**config.mk**
```make
export PLATFORM = sky130hd
export DESIGN_NAME = hte_queue
export DESIGN_NICKNAME = d
export VERILOG_FILES = /design/src/hdl/hte_pkg.sv /design/src/hdl/hte_queue.sv
export SDC_FILE = /design/constraint.sdc
export NUM_CORES = 1
export LEC_CHECK = 0
export CORE_MARGIN = 4
export CORE_UTILIZATION = 50
export CTS_CLUSTER_DIAMETER = 80
export DETAILED_ROUTE_END_ITERATION = 12
export DONT_BUFFER_PORTS = 1
export HOLD_SLACK_MARGIN = 0.1
export MAX_ROUTING_LAYER = met4
export SLEW_MARGIN = 5
export SYNTH_ARGS = -nofsm -noshare
export SYNTH_HDL_FRONTEND = slang
export SYNTH_SLANG_ARGS = --single-unit
export TNS_END_PERCENT = 50
```
**constraint.sdc**
```tcl
create_clock -name clk -period 4.7 [get_ports clk]
set_input_delay 0.94 -clock clk [delete_from_list [all_inputs] [get_ports clk]]
set_output_delay 0.94 -clock clk [all_outputs]
set_load 0.01 [all_outputs]
```
**src/hdl/hte_pkg.sv**
```systemverilog
// Package for the chained hash table engine.
// Holds the sizes, codes and payload types shared by the front end, queue, back end and top level; no dependencies.
`default_nettype none
package hte_pkg;
	localparam int MAX_BUCKETS = 256;
	localparam int POOL_NODES = 1024;
	localparam int BKT_W = $clog2(MAX_BUCKETS);
	localparam int CNT_W = $clog2(MAX_BUCKETS) + 1;
	localparam int IDX_W = $clog2(POOL_NODES);
	localparam int PTR_W = IDX_W + 1;
	localparam logic [PTR_W-1:0] NIL = PTR_W'(POOL_NODES);
	localparam int QUEUE_DEPTH = 2;
	localparam int DIV_BITS = 4;
	localparam int DIV_STEPS = 32 / DIV_BITS;

	localparam logic [1:0] OP_INSERT = 2'd0;
	localparam logic [1:0] OP_SEARCH = 2'd1;
	localparam logic [1:0] OP_DELETE = 2'd2;
	// unused code: no table change, reports a miss
	localparam logic [1:0] OP_NONE = 2'd3;

	localparam logic [1:0] RES_OK = 2'd0;
	localparam logic [1:0] RES_MISS = 2'd1;
	localparam logic [1:0] RES_FULL = 2'd2;

	typedef struct packed {
		logic [1:0] operation;
		logic signed [31:0] key;
		logic signed [31:0] value;
	} req_t;

	typedef struct packed {
		logic [1:0] outcome;
		logic signed [31:0] found_value;
	} rsp_t;

	typedef struct packed {
		logic [1:0] operation;
		logic [31:0] key;
		logic [31:0] value;
		logic [BKT_W-1:0] bucket;
	} work_t;

	typedef struct packed {
		logic [31:0] key;
		logic [31:0] value;
		logic [PTR_W-1:0] link;
	} node_t;
endpackage
`default_nettype wire

```
**src/hdl/hte_queue.sv**
```systemverilog
// Short FIFO between the front end and the table walker.
// Depends on hte_pkg.
`default_nettype none
module hte_queue (
	input wire logic clk,
	input wire logic arst_n,
	input wire logic push,
	output logic push_ready,
	input wire hte_pkg::work_t push_data,
	output logic pop_valid,
	input wire logic pop,
	output hte_pkg::work_t pop_data
);
	localparam int AW = $clog2(hte_pkg::QUEUE_DEPTH);
	hte_pkg::work_t slot_q [hte_pkg::QUEUE_DEPTH];
	logic [AW-1:0] wr_q;
	logic [AW-1:0] rd_q;
	logic [AW:0] fill_q;
	logic do_push;
	logic do_pop;

	assign push_ready = fill_q != (AW+1)'(hte_pkg::QUEUE_DEPTH);
	assign pop_valid = fill_q != '0;
	assign pop_data = slot_q[rd_q];
	assign do_push = push && push_ready;
	assign do_pop = pop && pop_valid;

	always_ff @(posedge clk) begin
		if (do_push) begin
			slot_q[wr_q] <= push_data;
		end
	end

	always_ff @(posedge clk or negedge arst_n) begin
		if (!arst_n) begin
			wr_q <= '0;
			rd_q <= '0;
			fill_q <= '0;
		end else begin
			if (do_push) begin
				wr_q <= (wr_q == AW'(hte_pkg::QUEUE_DEPTH - 1)) ? '0 : wr_q + 1'b1;
			end
			if (do_pop) begin
				rd_q <= (rd_q == AW'(hte_pkg::QUEUE_DEPTH - 1)) ? '0 : rd_q + 1'b1;
			end
			fill_q <= fill_q + (AW+1)'(do_push) - (AW+1)'(do_pop);
		end
	end
endmodule
`default_nettype wire

```
## Yosys cells after proc, flatten, opt, wreduce, memory -nomap -nowiden

Memories as Yosys holds them, arrays and structs flattened.
Cells that the tools add are included.

- Register bits: 4
- Memory bits (writable): 148
- Input port bits: 78
- Output and inout bits: 76
- Word-level logic and storage cells: 16
- Memories kept: 1

- $add $sub $neg: 4
- Eq/ne operators: 1
- Mux-type cells: 4
- Reductions and logical operators: 3

Memory list:

| memory | words | width | rd ports | clocked after Yosys merged registers in | write ports | line | text |
|---|---|---|---|---|---|---|---|
| slot_q | 2 | 74 | 1 | 0 | 1 | hte_queue.sv:15 | `hte_pkg::work_t slot_q [hte_pkg::QUEUE_DEPTH];` |

Operator list:

| kind | number |
|---|---|
| $mux W1 | 4 |
| $add A1 B1 Y1 const B | 2 |
| $add A2 B1 Y2 | 1 |
| $logic_and A1 B1 Y1 | 2 |
| $ne A2 B2 Y1 const B | 1 |
| $reduce_bool A2 Y1 | 1 |
| $sub A2 B1 Y2 | 1 |

## Depth between registers and ports, before layout

Gate-level depths: netlist of the first run.

- Depth after elaboration: 4
- Gate-level depth with buffers: 5
- Mapped depth without buffers: 5

## Least setup slack after synthesis of the first run

OpenSTA, ideal clock, no wires.

- Path kind: input to register
- From: in push
- To: mem slot_q[0][0] in the netlist's numbering, enable pin
- Library setup time: 506 ps
- Arrival: 4105 ps
- Data required time: 4194 ps
- Slack: 89 ps
- Stages on the path: 2
- Buffers on the path: 0
- Cells stage by stage: nand2_1 -> nor2_1

- Word-level cells in the longest chain between the ends: 3

Ends and longest elaborated chain:

| element | line | text |
|---|---|---|
| start: declaration | hte_queue.sv:7 | `input wire logic push,` |
| $logic_and A1 B1 Y1 | hte_queue.sv:25 | `assign do_push = push && push_ready;` |
| $mux W1 | hte_queue.sv:29 | `if (do_push) begin` |
| $mux W1 (implied by the code) | hte_queue.sv:30 | `slot_q[wr_q] <= push_data;` |
| end: declaration | hte_queue.sv:15 |  |

No other way between the ends.

==> impl_metrics.tcl, run 1 <==
set metrics [dict create \
    hold_buffers 0 \
    syn_avg_cell_area_um2 22.8 \
    core-area_um2 11000 \
    detail-route-antenna-nets 0 \
    gr-total-overflow 0 \
    crit_start "rd_q" \
    die_w_um 115 \
    yosys.area_share.xor_xnor 0.00456 \
    seq_area_frac_synth 0.789 \
    synth_seq_cells 152 \
    mostFrequentLayoutCell "edfxtp_1" \
    first_global_vias 2414 \
    drc 0 \
    fill_cells 830 \
    io_pins 154 \
    critPathMaxStageDelay_ns 1.06 \
    crit_fanout 61 \
    crit_buf_inv 1 \
    syn-cell-area_um2 5760 \
    max_freq_ghz 0.304 \
    setup_viol 0 \
    slew_violations 0 \
    h-tree-depth 4 \
    drt_first_pass_iters 4 \
    synthAdderAreaFrac 0.00217 \
    r2r-start "fill_q[0]" \
    yosys.area_share.simple 0.00847 \
    synth_top_area_share 0.772 \
    cts_resized 0 \
    row_count 38 \
    setup_slack_ns 1.41 \
    dp_hpwl_um 5750 \
    drtIter0Drc 111 \
    path_cells "buf_4 > mux2_4" \
    fin_crit_ns 3.29 \
    crit_arrival_ns 2.35 \
    cts.reportedPaths.clkPinSlew_ns 0.06 \
    vias 2258 \
    vdd_drop_max_mv 0.314 \
    synth_top_area_cell "edfxtp_1" \
    leakage_nw 2.27 \
    min_path_type "primary input to async pin" \
    hold_viol_final 0 \
    cts_tree "yes" \
    place_congestion 0.672 \
    multi_input_area_um2 1150 \
    grt_start_max_net_pins 75 \
    critPathLaunchType "register" \
    r2r_slack_ns 2.46 \
    power_density_nw_per_um2 676 \
    synthTopCellsByArea "edfxtp_1, mux2_4, mux2_2" \
    path_depth 2 \
    cts_made_buffers 17 \
    die_y_um 115 \
    slowest_stage "dfrtp_4" \
    antenna_found_initial 0 \
    yosys_warnings 0 \
    clockBufferDepth 2 \
    outcome "finished, final reports clean" \
    path_delay_family "flip-flops" \
    synth.area.mux_share 0.177 \
    cp-endpoint "pop_data[49]" \
    pre_cts_ws_ns 1.83 \
    synth_compound_area_frac 0.00543 \
    portBuffers 0 \
    area_delta_synth_final_pct 12.6 \
    post-cts-setup-buffer-count 0 \
    wl_per_cell_um 21.9 \
    clk-insertion-delay-late_ns 0.41 \
    routed_wl_um 9130 \
    synth_top_family_by_area "multiplexers" \
    syn_inst 252 \
    ys_types 20 \
    cp-end-kind "output pin" \
    timing.rr.end "slot_q[0][61]" \
    clockRootBuffer "clkbuf_16" \
    nets 344 \
    crit_type "register to output pin" \
    maxCapViolCount 0 \
    fp.dieArea_um2 13300 \
    antenna_cells 0 \
    final.setup.tns_ns 0 \
    regArea_um2 4550 \
    worstRegToRegCells 4 \
    grtUsageTotal 0.149 \
    slew-limit-headroom 0.308 \
    viasPerCell 5.41 \
    layout-drive-gt1-share 0.394 \
    final_cell_mix "edfxtp_1, mux2_4, mux2_2, clkbuf_16" \
    skew_ns 0.00898 \
    initial_utilization 0.522 \
    rsz0062_at_grt "false" \
    syn-num-nets 331 \
    worst_pin_slew_ns 1.04 \
    grt_pass1_wl_um 13700 \
    cts.sinks 152 \
    post-route-period-util 0.700 \
    crit_required_ns 3.76 \
]
==> worst min path at each step <==
stage	startpoint	endpoint	slack [ns]
finish	arst_n	fill_q[0]	0.22
global route	arst_n	fill_q[0]	0.20
CTS	arst_n	fill_q[0]	0.20
detailed placement	wr_q	wr_q	0.54
global placement	wr_q	wr_q	0.54
floorplan	wr_q	wr_q	0.46
==> power by group <==
group / internal, mW / switching (mW) / leakage [nW]
Sequential: 1.86 / 0.206 / 1.42
Clock: 0.824 / 0.505 / 0.276
Combinational: 0.492 / 0.501 / 0.568
Total: 3.17 / 1.21 / 2.27
==> metal layers <==
layer,global-route usage,wire length (µm),part of all wire
met5,-,0,0
met4,0.0681,156,0.017
met3,0.0800,1080,0.12
met2,0.221,4600,0.50
met1,0.166,3300,0.36
==> metrics by stage <==
step,hold slack [ns],total power [mW],utilization,cells,cell area [µm²]
after floorplan,0.460,2.96,-,252,5760
after CTS,0.201,4.46,0.588,417,6480
after detailed placement,0.545,3.12,0.535,386,5900
final,0.222,4.39,0.588,417,6480
after global placement,0.540,3.11,0.535,386,5900
after global routing,0.199,4.60,0.588,417,6480
==> cells by family (layout without fill, tap and decap cells) <==
family / count (synthesis) / count (layout)
fa+ha+maj: 1 / 1
mux: 74 / 74
xor+xnor: 3 / 3
compound gates: 4 / 4
buf+inv: 8 / 33
flops: 152 / 152
simple gates: 10 / 10
==> Yosys cell counts <==
library cell and instances:
edfxtp_1 148, mux2_4 50, mux2_2 24, buf_6 5, dfrtp_1 4, nor2_1 3
xnor2_1 3, buf_2 2, nand2_1 2, a211oi_1 1, a21bo_1 1, a32oi_1 1
and3_1 1, buf_4 1, ha_1 1, nand2b_1 1, nand3_1 1, nor2b_1 1
o21ai_0 1, or2_2 1
==> final cells by class <==
cell class	instances	share of cell area
clock buffer	17	0.0656
clock inverter	14	0.0241
multi-input combinational	92	0.178
sequential	152	0.701
tap	140	0.0270
timing repair buffer	2	0.00424
==> flip-flops by register name, summed over array words and instances (netlist names) <==
signal / cells
fill_q: 2
rd_q: 1
wr_q: 1
slot_q: 148
==> worst reg2reg max path, cell delays in order (launching register included) <==
cell and delay (ns):
dfrtp_1 0.42, nand2b_1 0.25, nand2_1 0.15, nor2_4 0.73, buf_12 0.35
Note: power is estimated with default switching activity, not from simulation.
==> run 2: changes to the inputs <==
clock period = 3.1 ns   (was 4.7 ns; I/O delays follow)
==> run 2 against run 1 <==
  * Clock power rose by 62%
  * Sequential power rose by 47%
  * Via count is 1.5% higher
  * Wire length rose by 2.4%
  * Worst hold slack better by 0.090 ns
  * Worst setup slack worse by 0.84 ns
  * First-iteration DRC count fell by 13%
  * Die area is the same
  * Utilization increased by 0.87 points
  * Final cell count is 1.4% higher
  * Power is 56% higher
  * Design area up 1.5%
  * Critical endpoint is now pop_data[1]
==> impl_metrics.tcl, run 2 (synthesis results as in run 1) <==
set metrics [dict create \
    outcome "finished, final reports clean" \
    skew_ns 0.00585 \
    cp-end-kind "output pin" \
    critPathMaxStageDelay_ns 0.72 \
    grt_pass1_wl_um 13900 \
    crit_fanout 26 \
    regArea_um2 4550 \
    io_pins 154 \
    p_sw_frac 0.269 \
    vdd_drop_max_mv 0.434 \
    path_cells "buf_4 > mux2_2" \
    seqPwrFrac 0.443 \
    intPower_mw 5.00 \
    setup_slack_ns 0.576 \
    crit_arrival_ns 1.90 \
    antenna_found_initial 0 \
    power.switching_mw 1.84 \
    wl_per_cell_um 22.1 \
    rsz0062_at_grt "false" \
    multi_input_area_um2 1150 \
    detail-route-antenna-nets 0 \
    area_delta_synth_final_pct 14.3 \
    critPathLaunchType "register" \
    nets 350 \
    core-area_um2 11000 \
    hold_viol_final 0 \
    largest_reg_flops 148 \
    min_path_type "primary input to register" \
    final_cell_mix "edfxtp_1, mux2_4, mux2_2, clkbuf_16, buf_4" \
    routed_wl_um 9350 \
    cts_made_buffers 17 \
    cts.sinks 152 \
    reg.largest.list "slot_q (148), fill_q (2)" \
    post-route-period-util 0.814 \
    cts_tree "yes" \
    place_congestion 0.739 \
    dp_hpwl_um 6390 \
    viasPerCell 5.42 \
    crit_type "register to output pin" \
    crit_required_ns 2.48 \
    layout-drive-gt1-share 0.396 \
    power_density_nw_per_um2 1040 \
    grtUsageTotal 0.151 \
    antenna_cells 0 \
    slew-limit-headroom 0.557 \
    die_w_um 115 \
    grt_start_max_net_pins 50 \
    drc 0 \
    gr-total-overflow 0 \
    setup_viol 0 \
    h-tree-depth 4 \
    maxCapViolCount 0 \
    final.setup.tns_ns 0 \
    leakage_nw 2.32 \
    initial_utilization 0.522 \
    drtIter0Drc 97 \
    worst_pin_slew_ns 0.665 \
    fp.dieArea_um2 13300 \
    cts.reportedPaths.clkPinSlew_ns 0.06 \
    fill_cells 807 \
    clockRootBuffer "clkbuf_16" \
    first_global_vias 2495 \
    p_clk_frac 0.316 \
    slowest_stage "dfrtp_4" \
    pwr-share-comb 0.242 \
    row_count 38 \
    clockBufferDepth 2 \
    largest_register "slot_q" \
    vias 2292 \
    post-cts-setup-buffer-count 0 \
    drt_first_pass_iters 4 \
    portBuffers 0 \
    mostFrequentLayoutCell "edfxtp_1" \
    slew_violations 0 \
    max_freq_ghz 0.396 \
    clk-insertion-delay-late_ns 0.40 \
    fin_crit_ns 2.52 \
    die_y_um 115 \
    pre_cts_ws_ns 0.973 \
]
-- run 2: changes by cell type in the layout (fill, tap and decap cells not counted), sizes merged --
cell         delta
buf             +5
bufinv          +2
clkinv          -1
clkinvlp        -1
dlygate4sd3     +1
-- run 2: power groups by stage --
stage | combinational (mW) | sequential [mW] | clock (mW)
after floorplan | 1.50 | 2.97 | 0
after CTS | 1.70 | 3.04 | 2.21
after global routing | 1.78 | 3.08 | 2.31
after detailed placement | 1.70 | 3.08 | 0
final | 1.65 | 3.03 | 2.16
after global placement | 1.69 | 3.06 | 0
-- run 2: final cells by class --
cell class | count | share of cell area
sequential | 152 | 0.691
multi-input combinational | 92 | 0.175
clock buffer | 17 | 0.0646
clock inverter | 14 | 0.0312
tap | 140 | 0.0266
timing repair buffer | 8 | 0.0114
-- run 2: metal layers --
metal,routed length [µm],part of all wire,track usage,up-vias
li1,-,-,-,1035
met4,116,0.012,0.0516,0
met3,1250,0.13,0.0974,12
met5,0,0,-,-
met1,3340,0.36,0.160,1138
met2,4650,0.50,0.229,107
-- run 2: repair_timing --
| item | in CTS | in global routing |
|---|---|---|
| hold endpoints to repair | 4 | 0 |
| gates resized for setup | 0 | 0 |
| hold buffers | 1 | 0 |
-- run 2: worst max-delay path, delay by kind of cell (launching register included) --
family                 cells  cell delay (ns)
buffers and inverters      1             0.36
flip-flops                 1             0.72
multiplexers               1             0.40
-- run 2: path summary, 6_finish.rpt --
path | start | to | slack (ns) | cells after the start
setup / recovery | rd_q | pop_data[1] | 0.58 | 2
hold / removal | push_data[55] | slot_q[1][55] | 0.31 | 0
setup reg to reg | fill_q[0] | slot_q[1][37] | 1.12 | 3
hold reg to reg | wr_q | wr_q | 0.55 | 1
max in group asynchronous | arst_n | rd_q | 2.42 | 1
min in group asynchronous | arst_n | fill_q[0] | 0.49 | 1
-- run 2: per-stage QoR --
stage          power, mW   util  std cells  hold WS, ns  instance area, µm²
2_1_floorplan       4.47      -        252        0.324                5760
3_3_place_gp        4.75  0.539        391        0.325                5940
3_5_place_dp        4.78  0.539        391        0.325                5940
4_1_cts             6.95  0.597        423        0.291                6580
5_1_grt             7.17  0.597        423        0.282                6580
6_report            6.84  0.597        423        0.312                6580
