==> config.mk <==
export PLATFORM = sky130hd
export DESIGN_NAME = hte_front
export DESIGN_NICKNAME = d
export VERILOG_FILES = /design/src/hdl/hte_pkg.sv /design/src/hdl/hte_front.sv
export SDC_FILE = /design/constraint.sdc
export NUM_CORES = 1
export LEC_CHECK = 0
export ABC_AREA = 1
export BUFFER_PORTS_ARGS = -buffer_cell sky130_fd_sc_hd__buf_2
export CAP_MARGIN = 20
export CORE_MARGIN = 2
export CORE_UTILIZATION = 50
export CTS_BUF_LIST = sky130_fd_sc_hd__clkbuf_4
export CTS_CLUSTER_DIAMETER = 40
export DETAILED_ROUTE_END_ITERATION = 16
export GPL_TIMING_DRIVEN = 0
export PLACE_DENSITY = 0.87
export SLEW_MARGIN = 5
export SYNTH_ARGS = -nofsm -noshare
export SYNTH_HDL_FRONTEND = slang
export SYNTH_SLANG_ARGS = --single-unit
==> constraint.sdc <==
create_clock -name clk -period 5.96 [get_ports clk]
set_input_delay 0 -clock clk [delete_from_list [all_inputs] [get_ports clk]]
set_output_delay 0 -clock clk [all_outputs]
set_load 0.05 [all_outputs]
==> src/hdl/hte_pkg.sv <==
// Package for the chained hash table engine.
// Holds the sizes, codes and payload types shared by the front end, queue, back end and top level; no dependencies.
`default_nettype none
package hte_pkg;
	localparam int MAX_BUCKETS = 256;
	localparam int POOL_NODES = 1024;
	localparam int BKT_W = $clog2(MAX_BUCKETS);
	localparam int CNT_W = $clog2(MAX_BUCKETS) + 1;
	localparam int IDX_W = $clog2(POOL_NODES);
	localparam int PTR_W = IDX_W + 1;
	localparam logic [PTR_W-1:0] NIL = PTR_W'(POOL_NODES);
	localparam int QUEUE_DEPTH = 2;
	localparam int DIV_BITS = 4;
	localparam int DIV_STEPS = 32 / DIV_BITS;

	localparam logic [1:0] OP_INSERT = 2'd0;
	localparam logic [1:0] OP_SEARCH = 2'd1;
	localparam logic [1:0] OP_DELETE = 2'd2;
	// unused code: no table change, reports a miss
	localparam logic [1:0] OP_NONE = 2'd3;

	localparam logic [1:0] RES_OK = 2'd0;
	localparam logic [1:0] RES_MISS = 2'd1;
	localparam logic [1:0] RES_FULL = 2'd2;

	typedef struct packed {
		logic [1:0] operation;
		logic signed [31:0] key;
		logic signed [31:0] value;
	} req_t;

	typedef struct packed {
		logic [1:0] outcome;
		logic signed [31:0] found_value;
	} rsp_t;

	typedef struct packed {
		logic [1:0] operation;
		logic [31:0] key;
		logic [31:0] value;
		logic [BKT_W-1:0] bucket;
	} work_t;

	typedef struct packed {
		logic [31:0] key;
		logic [31:0] value;
		logic [PTR_W-1:0] link;
	} node_t;
endpackage
`default_nettype wire

==> src/hdl/hte_front.sv <==
// Front end: takes requests and works out the bucket, four quotient bits a cycle.
// Depends on hte_pkg.
`default_nettype none
module hte_front (
	input wire logic clk,
	input wire logic arst_n,
	input wire logic cfg_write,
	input wire logic [8:0] cfg_data,
	input wire logic req_valid,
	output logic req_ready,
	input wire hte_pkg::req_t req,
	output logic push,
	input wire logic push_ready,
	output hte_pkg::work_t push_data
);
	logic [hte_pkg::CNT_W-1:0] count_q;
	hte_pkg::req_t item_q;
	logic [31:0] div_q;
	logic [hte_pkg::CNT_W-1:0] rem_q;
	logic [$clog2(hte_pkg::DIV_STEPS)-1:0] step_q;
	logic busy_q;
	logic pend_q;
	logic [hte_pkg::CNT_W-1:0] rem_nx;
	logic [hte_pkg::CNT_W-1:0] cnt_sat;

	always_comb begin
		rem_nx = rem_q;
		for (int i = 0; i < hte_pkg::DIV_BITS; i++) begin
			rem_nx = {rem_nx[hte_pkg::CNT_W-2:0], div_q[31-i]};
			if (rem_nx >= count_q) begin
				rem_nx = rem_nx - count_q;
			end
		end
	end

	always_comb begin
		if (cfg_data == '0) begin
			cnt_sat = hte_pkg::CNT_W'(1);
		end else if (cfg_data > 9'(hte_pkg::MAX_BUCKETS)) begin
			cnt_sat = hte_pkg::CNT_W'(hte_pkg::MAX_BUCKETS);
		end else begin
			cnt_sat = hte_pkg::CNT_W'(cfg_data);
		end
	end

	assign req_ready = !busy_q && !pend_q;
	assign push = pend_q;
	assign push_data = '{operation: item_q.operation, key: item_q.key, value: item_q.value,
		bucket: rem_q[hte_pkg::BKT_W-1:0]};

	always_ff @(posedge clk or negedge arst_n) begin
		if (!arst_n) begin
			count_q <= hte_pkg::CNT_W'(16);
			busy_q <= 1'b0;
			pend_q <= 1'b0;
			step_q <= '0;
		end else begin
			if (cfg_write) begin
				count_q <= cnt_sat;
			end
			if (req_valid && req_ready) begin
				item_q <= req;
				div_q <= req.key;
				rem_q <= '0;
				step_q <= '0;
				busy_q <= 1'b1;
			end else if (busy_q) begin
				div_q <= {div_q[31-hte_pkg::DIV_BITS:0], {hte_pkg::DIV_BITS{1'b0}}};
				rem_q <= rem_nx;
				step_q <= step_q + 1'b1;
				if (step_q == $bits(step_q)'(hte_pkg::DIV_STEPS - 1)) begin
					busy_q <= 1'b0;
					pend_q <= 1'b1;
				end
			end else if (pend_q && push_ready) begin
				pend_q <= 1'b0;
			end
		end
	end
endmodule
`default_nettype wire

---- Word level (Yosys, flattened, before mapping) ----
Cells that the tools add are included.
W data, S select, Z words.
word-level totals
  word-level logic and storage cells ...... 50
  register bits ........................... 121
  input bits .............................. 80
operators by class
  equal/unequal tests ..................... 2
  magnitude comparators ................... 5
  reductions and logical operators ........ 11
  $add $sub $neg .......................... 5
  bitwise operators ....................... 1
  muxes and demuxes ....................... 17
operator list
  cell                   count
  $mux W32               2
  $ge A9 B9 Y1           4
  $mux W9                4
  $mux W8                3
  $sub A8 B8 Y8          3
  $gt A9 B9 Y1 const B   1
  $logic_not A9 Y1       1
  $sub A9 B9 Y9          1
  $mux W1                6
  $mux W3                2
  $reduce_and A2 Y1      2
  $reduce_bool A2 Y1     2
  $add A3 B1 Y3 const B  1
  $eq A3 B3 Y1 const B   1
  $logic_and A1 B1 Y1    3
  $reduce_and A3 Y1      1
  $logic_not A1 Y1       2
  $ne A2 B1 Y1 const B   1
  $not A1 Y1             1

---- Longest topological paths before layout ----
Gate-level depths: netlist of the first run.
  depth after elaboration ................. 9
  depth in mapped cells ................... 42
  depth with buffers taken out ............ 42

---- Worst setup path before layout of the first run ----
No wires, ideal clock.
  path kind ............................... flip-flop to flip-flop
  start ................................... register rem_q[5] in the netlist's numbering
  end ..................................... register rem_q[0] in the netlist's numbering, data pin
  buffers on the path ..................... 0
  arrival ................................. 5.355 ns
  setup slack ............................. 0.349 ns
  stages on the path, launching flop included .. 37
  clock period less this slack ............ 5.611 ns
  library setup time ...................... 0.256 ns
  cell sequence ........................... edfxtp_1 -> ha_1 -> nand2_1 -> nand2_2 -> nand2_2 -> nand2_2 -> nor2_4 -> nand2_4 -> or2_1 -> nand2_1 -> inv_2 -> ha_1 -> nand2_1 -> nand2_1 -> a21oi_2 -> nand3_2 -> nor2_4 -> nand3_1 -> nand2_1 -> inv_1 -> ha_1 -> a21o_1 -> nor2_1 -> nand2_2 -> a21oi_4 -> inv_4 -> nand3_1 -> nand2_1 -> ha_1 -> a21oi_1 -> o21ai_1 -> nand2_1 -> nand3_1 -> nor2_4 -> inv_2 -> o21ai_1 -> nand2_1
on the way
  cells in the longest elaborated chain, start to end .. 9
ends and longest elaborated chain
  what                                           line                              text
  start: declaration                             hte_front.sv:19                   logic [hte_pkg::CNT_W-1:0] rem_q;
  start signal: assignment                       hte_front.sv:69                   rem_q <= rem_nx;
  $sub A8 B8 Y8 or $ge A9 B9 Y1 (tied branches)  hte_front.sv:31, hte_front.sv:30
  $mux W8 (*)                                    hte_front.sv:30                   if (rem_nx >= count_q) begin
  $sub A8 B8 Y8 or $ge A9 B9 Y1 (tied branches)  hte_front.sv:31, hte_front.sv:30
  $mux W8 (*)                                    hte_front.sv:30
  $ge A9 B9 Y1 or $sub A8 B8 Y8 (tied branches)  hte_front.sv:30, hte_front.sv:31
  $mux W8 (*)                                    hte_front.sv:30
  $ge A9 B9 Y1 (*)                               hte_front.sv:30
  $mux W9 (*)                                    hte_front.sv:30
  $mux W9 (*)                                    hte_front.sv:67                   end else if (busy_q) begin
Mark *: on every way between the ends. The rest lies on a longest branch, timed or not.
A chain may end at the register's enable or synchronous reset.

---- Final worst setup path of the first run ----
  start ................................... register count_q[4] in the netlist's numbering
  end ..................................... register rem_q[4] in the netlist's numbering, data pin
on the way
  cells in the longest elaborated chain, start to end .. 9
ends and longest elaborated chain
  what                                           line                              text
  start: declaration                             hte_front.sv:16                   logic [hte_pkg::CNT_W-1:0] count_q;
  start signal: assignment                       hte_front.sv:53                   count_q <= hte_pkg::CNT_W'(16);
  start signal: assignment                       hte_front.sv:59                   count_q <= cnt_sat;
  $sub A8 B8 Y8 or $ge A9 B9 Y1 (tied branches)  hte_front.sv:31, hte_front.sv:30
  $mux W8                                        hte_front.sv:30
  $sub A8 B8 Y8 or $ge A9 B9 Y1 (tied branches)  hte_front.sv:31, hte_front.sv:30
  $mux W8                                        hte_front.sv:30
  $ge A9 B9 Y1 or $sub A8 B8 Y8 (tied branches)  hte_front.sv:30, hte_front.sv:31
  $mux W8                                        hte_front.sv:30
  $sub A9 B9 Y9 or $ge A9 B9 Y1 (tied branches)  hte_front.sv:31, hte_front.sv:30
  $mux W9 (*)                                    hte_front.sv:30
  $mux W9 (*)                                    hte_front.sv:67
Marks and branches as above.

==> summary.md, run 1 <==
| Metric | Value |
|---|---|
| Routed len/inst | 21.9 um |
| Post-synth top area share | 0.504 |
| Post-synth ARST share | 0.117 |
| Min-Delay Path Class | input port to async pin |
| Synth top area cells | edfxtp_1 (50%), nand2_1 (13%), ha_1 (7.5%) |
| Synth cell count leaders | nand2_1 (212), edfxtp_1 (106), inv_1 (70) |
| Initial core utilization | 0.506 |
| Pin count of the biggest net entering global routing | 35 |
| Initial antenna violation count | 1 |
| Finished Cell Area | 0.00956 mm^2 |
| Clock Path Buffers | 2 |
| Relative slew slack | 0.409 |
| Clock Sinks | 120 |
| Primary FF master, synth | edfxtp_1 |
| Number of port buffers | 154 |
| Post-synthesis mux area share | 0 |
| Largest area contributor in the netlist | edfxtp_1 |
| Die area | 0.0135 mm^2 |
| Synth Area in Simple Gates | 0.213 |
| Status | finished, violations left |
| Dpl cell area | 0.00735 mm^2 |
| CP max FO | 8 |
| Post-DP HPWL | 11.3 mm |
| Clk slew on worst S/H paths | 0.17 ns |
| Root Buffer | clkbuf_4 |
| Register area | 0.00354 mm^2 |
| CTS Buf Count | 17 |
| Fin. max-slew vios | 0 |
| I/O pins | 156 |
| Synth Register Bits | 120 |
| FP Rows | 41 |
| Hold_ws | 0.114 ns |
| Post-Synth XOR/XNOR Area | 0.0264 |
| Core area | 0.0125 mm^2 |
| CTS tree | done |
| Failing checks | setup timing |
| Min Tclk post-route | 6.37 ns |
| Antenna viol nets, final | 0 |
| Via density | 5.82 |
| Tcrit/Tclk final | 1.07 |
| H-tree levels | 4 |
| DR pass1 iterations | 5 |
| DRC Markers | 0 |
| Vias in the first global route | 6064 |
| Worst Max-Slew Pin Slew | 0.884 ns |
| Via count | 6523 |
| Fill count | 672 |
| Adder-Cell Fraction of Synth Area | 0.0880 |
| Setup CP Type | register to register |
| Yosys warnings | 0 |
| Die width | 116 um |
| Nets@finish | 1056 |
| Clk_lat worst skew | 0.57 ns |
| Crit path DAT | 6.68 ns |
| Routability congestion estimate | 0.958 |
| Crit. End Element | register |
| Gr usage total | 0.301 |
| Syn_area_per_cell | 9.91 um^2 |
| Hold Violations, Final | 0 |
| Die H | 116 um |
| Critical path startpoint category | register |
| Synth unique cells | 42 |
| Setup violations, final | 8 |
| Critical Path RT | 6.27 ns |
| Max incr delay on CP | 0.70 ns |
| Area grow syn2layout | 51.3% |
| Area of the multi-input gates | 0.00319 mm^2 |
| Share of layout cells above drive strength 1 | 0.398 |
| Synth Area in Compound Gates | 0.0618 |
| Slowest CP cell | dfstp_2 |
| First DRT Iteration DRCs | 707 |
| Post-route setup slack | -0.414 ns |
| Syn nets | 759 |
| Total of max-cap violations | 0 |
| Post-Syn Instances | 637 |
| Highest Clock Rate | 157 MHz |
| Most frequent cell after synthesis | nand2_1 |
| Largest family of logic cells by synthesized area | simple AND/OR/NAND/NOR gates |
| Sequential fraction of the synthesis area | 0.560 |
| Post-synth EDFFs | 106 |
| Grt ovf | 0 |
| R2R cell count | 36 |
| First-pass GRT wire length | 30.2 mm |
| Post-Route WL | 24.5 mm |
| Post-Syn Area | 0.00631 mm^2 |
| Final core occ | 0.767 |
| Clock Skews | 0.0494 ns |
==> final cells by class <==
| type | count | area share |
|---|---|---|
| diodes | 1 | 0.000262 |
| plain buffers | 8 | 0.00367 |
| clock buffers | 20 | 0.0157 |
| clock inverters | 12 | 0.0134 |
| inverters | 75 | 0.0326 |
| multi-input cells | 436 | 0.334 |
| flip-flops and latches | 120 | 0.370 |
| well taps | 172 | 0.0225 |
| repair buffers | 276 | 0.208 |
==> sequential cells by signal, indices dropped and copies added (netlist names) <==
register	count
step_q	3
div_q	32
push_data	66
busy_q	1
rem_q	8
push	1
count_q	9
==> routing by layer <==
metal,up-vias,global-route usage,share of wire,routed length (um)
met5,-,0,0,0
met4,0,0.190,0.10,2450
met3,212,0.0919,0.12,2860
met2,554,0.517,0.48,11700
met1,3016,0.326,0.31,7530
li1,2741,-,-,-
==> per-stage QoR <==
step	setup TNS [ns]	worst slack, ns	cells
after CTS	0	0.00624	1099
after floorplan	0	0.349	637
after detailed placement	-2.69	-0.394	965
final	-2.94	-0.414	1120
after global routing	-4.50	-0.589	1120
after global placement	-1.89	-0.275	963
==> final timing paths <==
kind	start	end	slack (ns)
min in group clk	req[27]	push_data[35]	0.17
worst max-delay path	count_q[4]	rem_q[4]	-0.41
worst min register to register	step_q[0]	step_q[0]	0.52
worst max register to register	count_q[4]	rem_q[4]	-0.41
max in group asynchronous	arst_n	busy_q	4.63
worst min-delay path	arst_n	count_q[4]	0.11
==> worst max-delay path: cells and delay by family (launching register included) <==
kind,cells,cell delay [ns]
adders and majority gates,4,1.29
and+or+nand+nor,22,2.46
AOI/OAI and AO/OA,4,0.82
DFF,1,0.70
buffers and inverters,6,0.82
==> timing repair <==
item | 4_1_cts | 5_1_grt
hold endpoints to repair | 131 | 0
setup buffers | 10 | 20
cloned | 2 | 0
pin swaps | 8 | 52
setup endpoints to repair | 8 | 8
hold buffers | 90 | 0
gates resized for setup | 17 | 155
==> placed cells by master, fill, tap and decap left out, types with 10 or more instances in the layout <==
cell             n
nand2_1        182
buf_2          158
edfxtp_1       106
dlygate4sd3_1   90
inv_1           53
nand2_2         35
ha_4            21
clkbuf_4        20
buf_4           19
nor2_1          18
a21oi_1         18
nand3_2         18
ha_1            15
inv_2           14
nand3_1         14
nor2_4          11
xnor2_1         11
dfrtp_1         11
buf_6           10
==> logic make-up after synthesis <==
group           count (synthesis)
buf+inv                        83
fa+ha+maj                      42
xor+xnor                       19
flops                         120
compound gates                 63
simple gates                  310
Power of run 1 is not shown: default switching activity piles up to over one toggle a cycle in this logic, so the estimate is an artifact.
==> run 2, diff against run 1 <==
--- a/config.mk
+++ b/config.mk
@@ -10,11 +10,13 @@
 export CAP_MARGIN = 20
 export CORE_MARGIN = 2
 export CORE_UTILIZATION = 50
-export CTS_BUF_LIST = sky130_fd_sc_hd__clkbuf_4
+export CTS_BUF_LIST = sky130_fd_sc_hd__clkbuf_2 sky130_fd_sc_hd__clkbuf_4 sky130_fd_sc_hd__clkbuf_8
 export CTS_CLUSTER_DIAMETER = 40
 export DETAILED_ROUTE_END_ITERATION = 16
 export GPL_TIMING_DRIVEN = 0
 export PLACE_DENSITY = 0.87
+export SETUP_SLACK_MARGIN = 0.15
+export SKIP_LAST_GASP = 1
 export SLEW_MARGIN = 5
 export SYNTH_ARGS = -nofsm -noshare
 export SYNTH_HDL_FRONTEND = slang
==> summary.md, run 2 (synthesized netlist as in run 1, its figures left out) <==
| Metric | Value |
|---|---|
| Vias in the first global route | 6285 (+3.6%) |
| Fill count | 648 (-3.6%) |
| Routed len/inst | 21.9 um (-0.14%) |
| Gr usage total | 0.320 (+0.0185) |
| Clock Sinks | 120 (unchanged) |
| Crit. End Element | register |
| Critical Path RT | 6.26 ns (about the same) |
| Setup tns final | -1.59 ns (+1.35 ns) |
| Core area | 0.0125 mm^2 (unchanged) |
| Hold_ws | 0.0826 ns (-0.0311 ns) |
| Die H | 116 um (unchanged) |
| Clock Skews | 0.0240 ns (-0.0254 ns) |
| Tcrit/Tclk final | 1.04 (-0.0257) |
| RSZ-0062 raised after global routing | true |
| DRC Markers | 0 (unchanged) |
| Via density | 5.88 (+1.0%) |
| CTS Buf Count | 17 (unchanged) |
| Commonest non-fill, non-tap cell in the layout | nand2_1 |
| FP Rows | 41 (unchanged) |
| Pin count of the biggest net entering global routing | 35 (unchanged) |
| CTS tree | done |
| Grt ovf | 0 (unchanged) |
| Highest Clock Rate | 161 MHz (+2.5%) |
| Final core occ | 0.770 (+0.00341) |
| Hold Violations, Final | 0 (unchanged) |
| Status | finished, violations left |
| Routability congestion estimate | 0.958 (unchanged) |
| Via count | 6571 (+0.74%) |
| Number of flip-flops under the largest register name | 66 (unchanged) |
| Slowest CP cell | a21oi_1 |
| Nets@finish | 1054 (-0.19%) |
| Root Buffer | clkbuf_8 |
| Min-Delay Path Class | input port to async pin |
| First-pass GRT wire length | 32.2 mm (+6.5%) |
| Post-Route WL | 24.4 mm (-0.41%) |
| Initial core utilization | 0.506 (unchanged) |
| Number of port buffers | 154 (unchanged) |
| Antenna viol nets, final | 0 (unchanged) |
| Initial antenna violation count | 1 (unchanged) |
| First DRT Iteration DRCs | 661 (-6.5%) |
| DR pass1 iterations | 6 (+1) |
| Relative slew slack | 0.406 (-0.00326) |
| Ant. Diodes | 0 (-1) |
| Total of max-cap violations | 0 (unchanged) |
| Post-route setup slack | -0.261 ns (+0.153 ns) |
| Clk_lat worst skew | 0.45 ns (-0.12 ns) |
| Crit path top cell by count | nand2_2 |
| Fin. max-slew vios | 0 (unchanged) |
| Share of layout cells above drive strength 1 | 0.418 (+0.0199) |
| Worst Max-Slew Pin Slew | 0.889 ns (+0.00488 ns) |
| Crit path DAT | 6.52 ns (-0.16 ns) |
| Setup violations, final | 8 (unchanged) |
| Failing checks | setup timing |
| H-tree levels | 4 (unchanged) |
| Post-DP HPWL | 11.3 mm (unchanged) |
| Die area | 0.0135 mm^2 (unchanged) |
| Die width | 116 um (unchanged) |
| CP max FO | 8 (unchanged) |
| Max incr delay on CP | 0.51 ns (-0.19 ns) |
| Clock Path Buffers | 2 (unchanged) |
| Critical path startpoint category | register |
| Setup CP Type | register to register |
| Min Tclk post-route | 6.22 ns (-0.153 ns) |
| Commonest cells after routing, fill and taps aside | nand2_1 (176), buf_2 (158), edfxtp_1 (106) |
| I/O pins | 156 (unchanged) |
| Area grow syn2layout | 52.0% |
| Clk slew on worst S/H paths | 0.09 ns (-0.08 ns) |
-- run 2: routing by layer --
layer / GRT usage / up-vias / part of all wire
met5: 0 / - / 0
met4: 0.197 / 0 / 0.077
met3: 0.0815 / 194 / 0.10
met2: 0.569 / 573 / 0.50
met1: 0.340 / 3073 / 0.32
li1: - / 2731 / -
-- run 2: path summary, 6_finish.rpt --
path,start,endpoint,slack (ns),depth (start not counted)
max in group asynchronous,arst_n,count_q[1],5.45,2
max,count_q[3],rem_q[2],-0.26,31
min in group clk,cfg_write,count_q[0],0.12,4
min reg2reg,step_q[0],step_q[0],0.51,1
max reg2reg,count_q[3],rem_q[2],-0.26,31
min,arst_n,count_q[3],0.08,2
-- run 2: what timing repair did --
action                                  4_1_cts  5_1_grt
hold buffers                                 86        0
cloned                                        2        0
pin swaps                                    16       62
endpoints found under the setup margin        8        8
buffers inserted                             14       18
resized for setup                            43      133
hold endpoints to repair                    122        0
-- run 2: final cells by class --
| type | instances | area, um^2 | area share |
|---|---|---|---|
| timing repair buffer | 274 | 1930 | 0.202 |
| sequential | 120 | 3540 | 0.369 |
| inverter | 75 | 312 | 0.0325 |
| multi-input combinational | 436 | 3180 | 0.331 |
| clock inverter | 12 | 128 | 0.0133 |
| buffer | 8 | 35.0 | 0.00365 |
| tap | 172 | 215 | 0.0224 |
| clock buffer | 20 | 256 | 0.0267 |
-- run 2: through the flow --
stage	instances	worst slack [ns]	instance area [um^2]
after detailed placement	965	-0.394	7350
after global placement	963	-0.275	7300
after floorplan	637	0.349	6310
after global routing	1117	-0.430	9600
after CTS	1099	0.151	8950
final	1117	-0.261	9600
-- run 2: critical path: cells and delay by family, from the launching register on --
kind / cells / cell delay [ns]
AO/OA/AOI/OAI: 10 / 2.17
buffers and inverters: 5 / 0.65
flip-flops: 1 / 0.41
adder cells (fa/ha/maj): 4 / 1.09
XOR/XNOR: 2 / 0.38
AND/OR/NAND/NOR: 10 / 1.35
Power of run 2 is left out for the same reason.
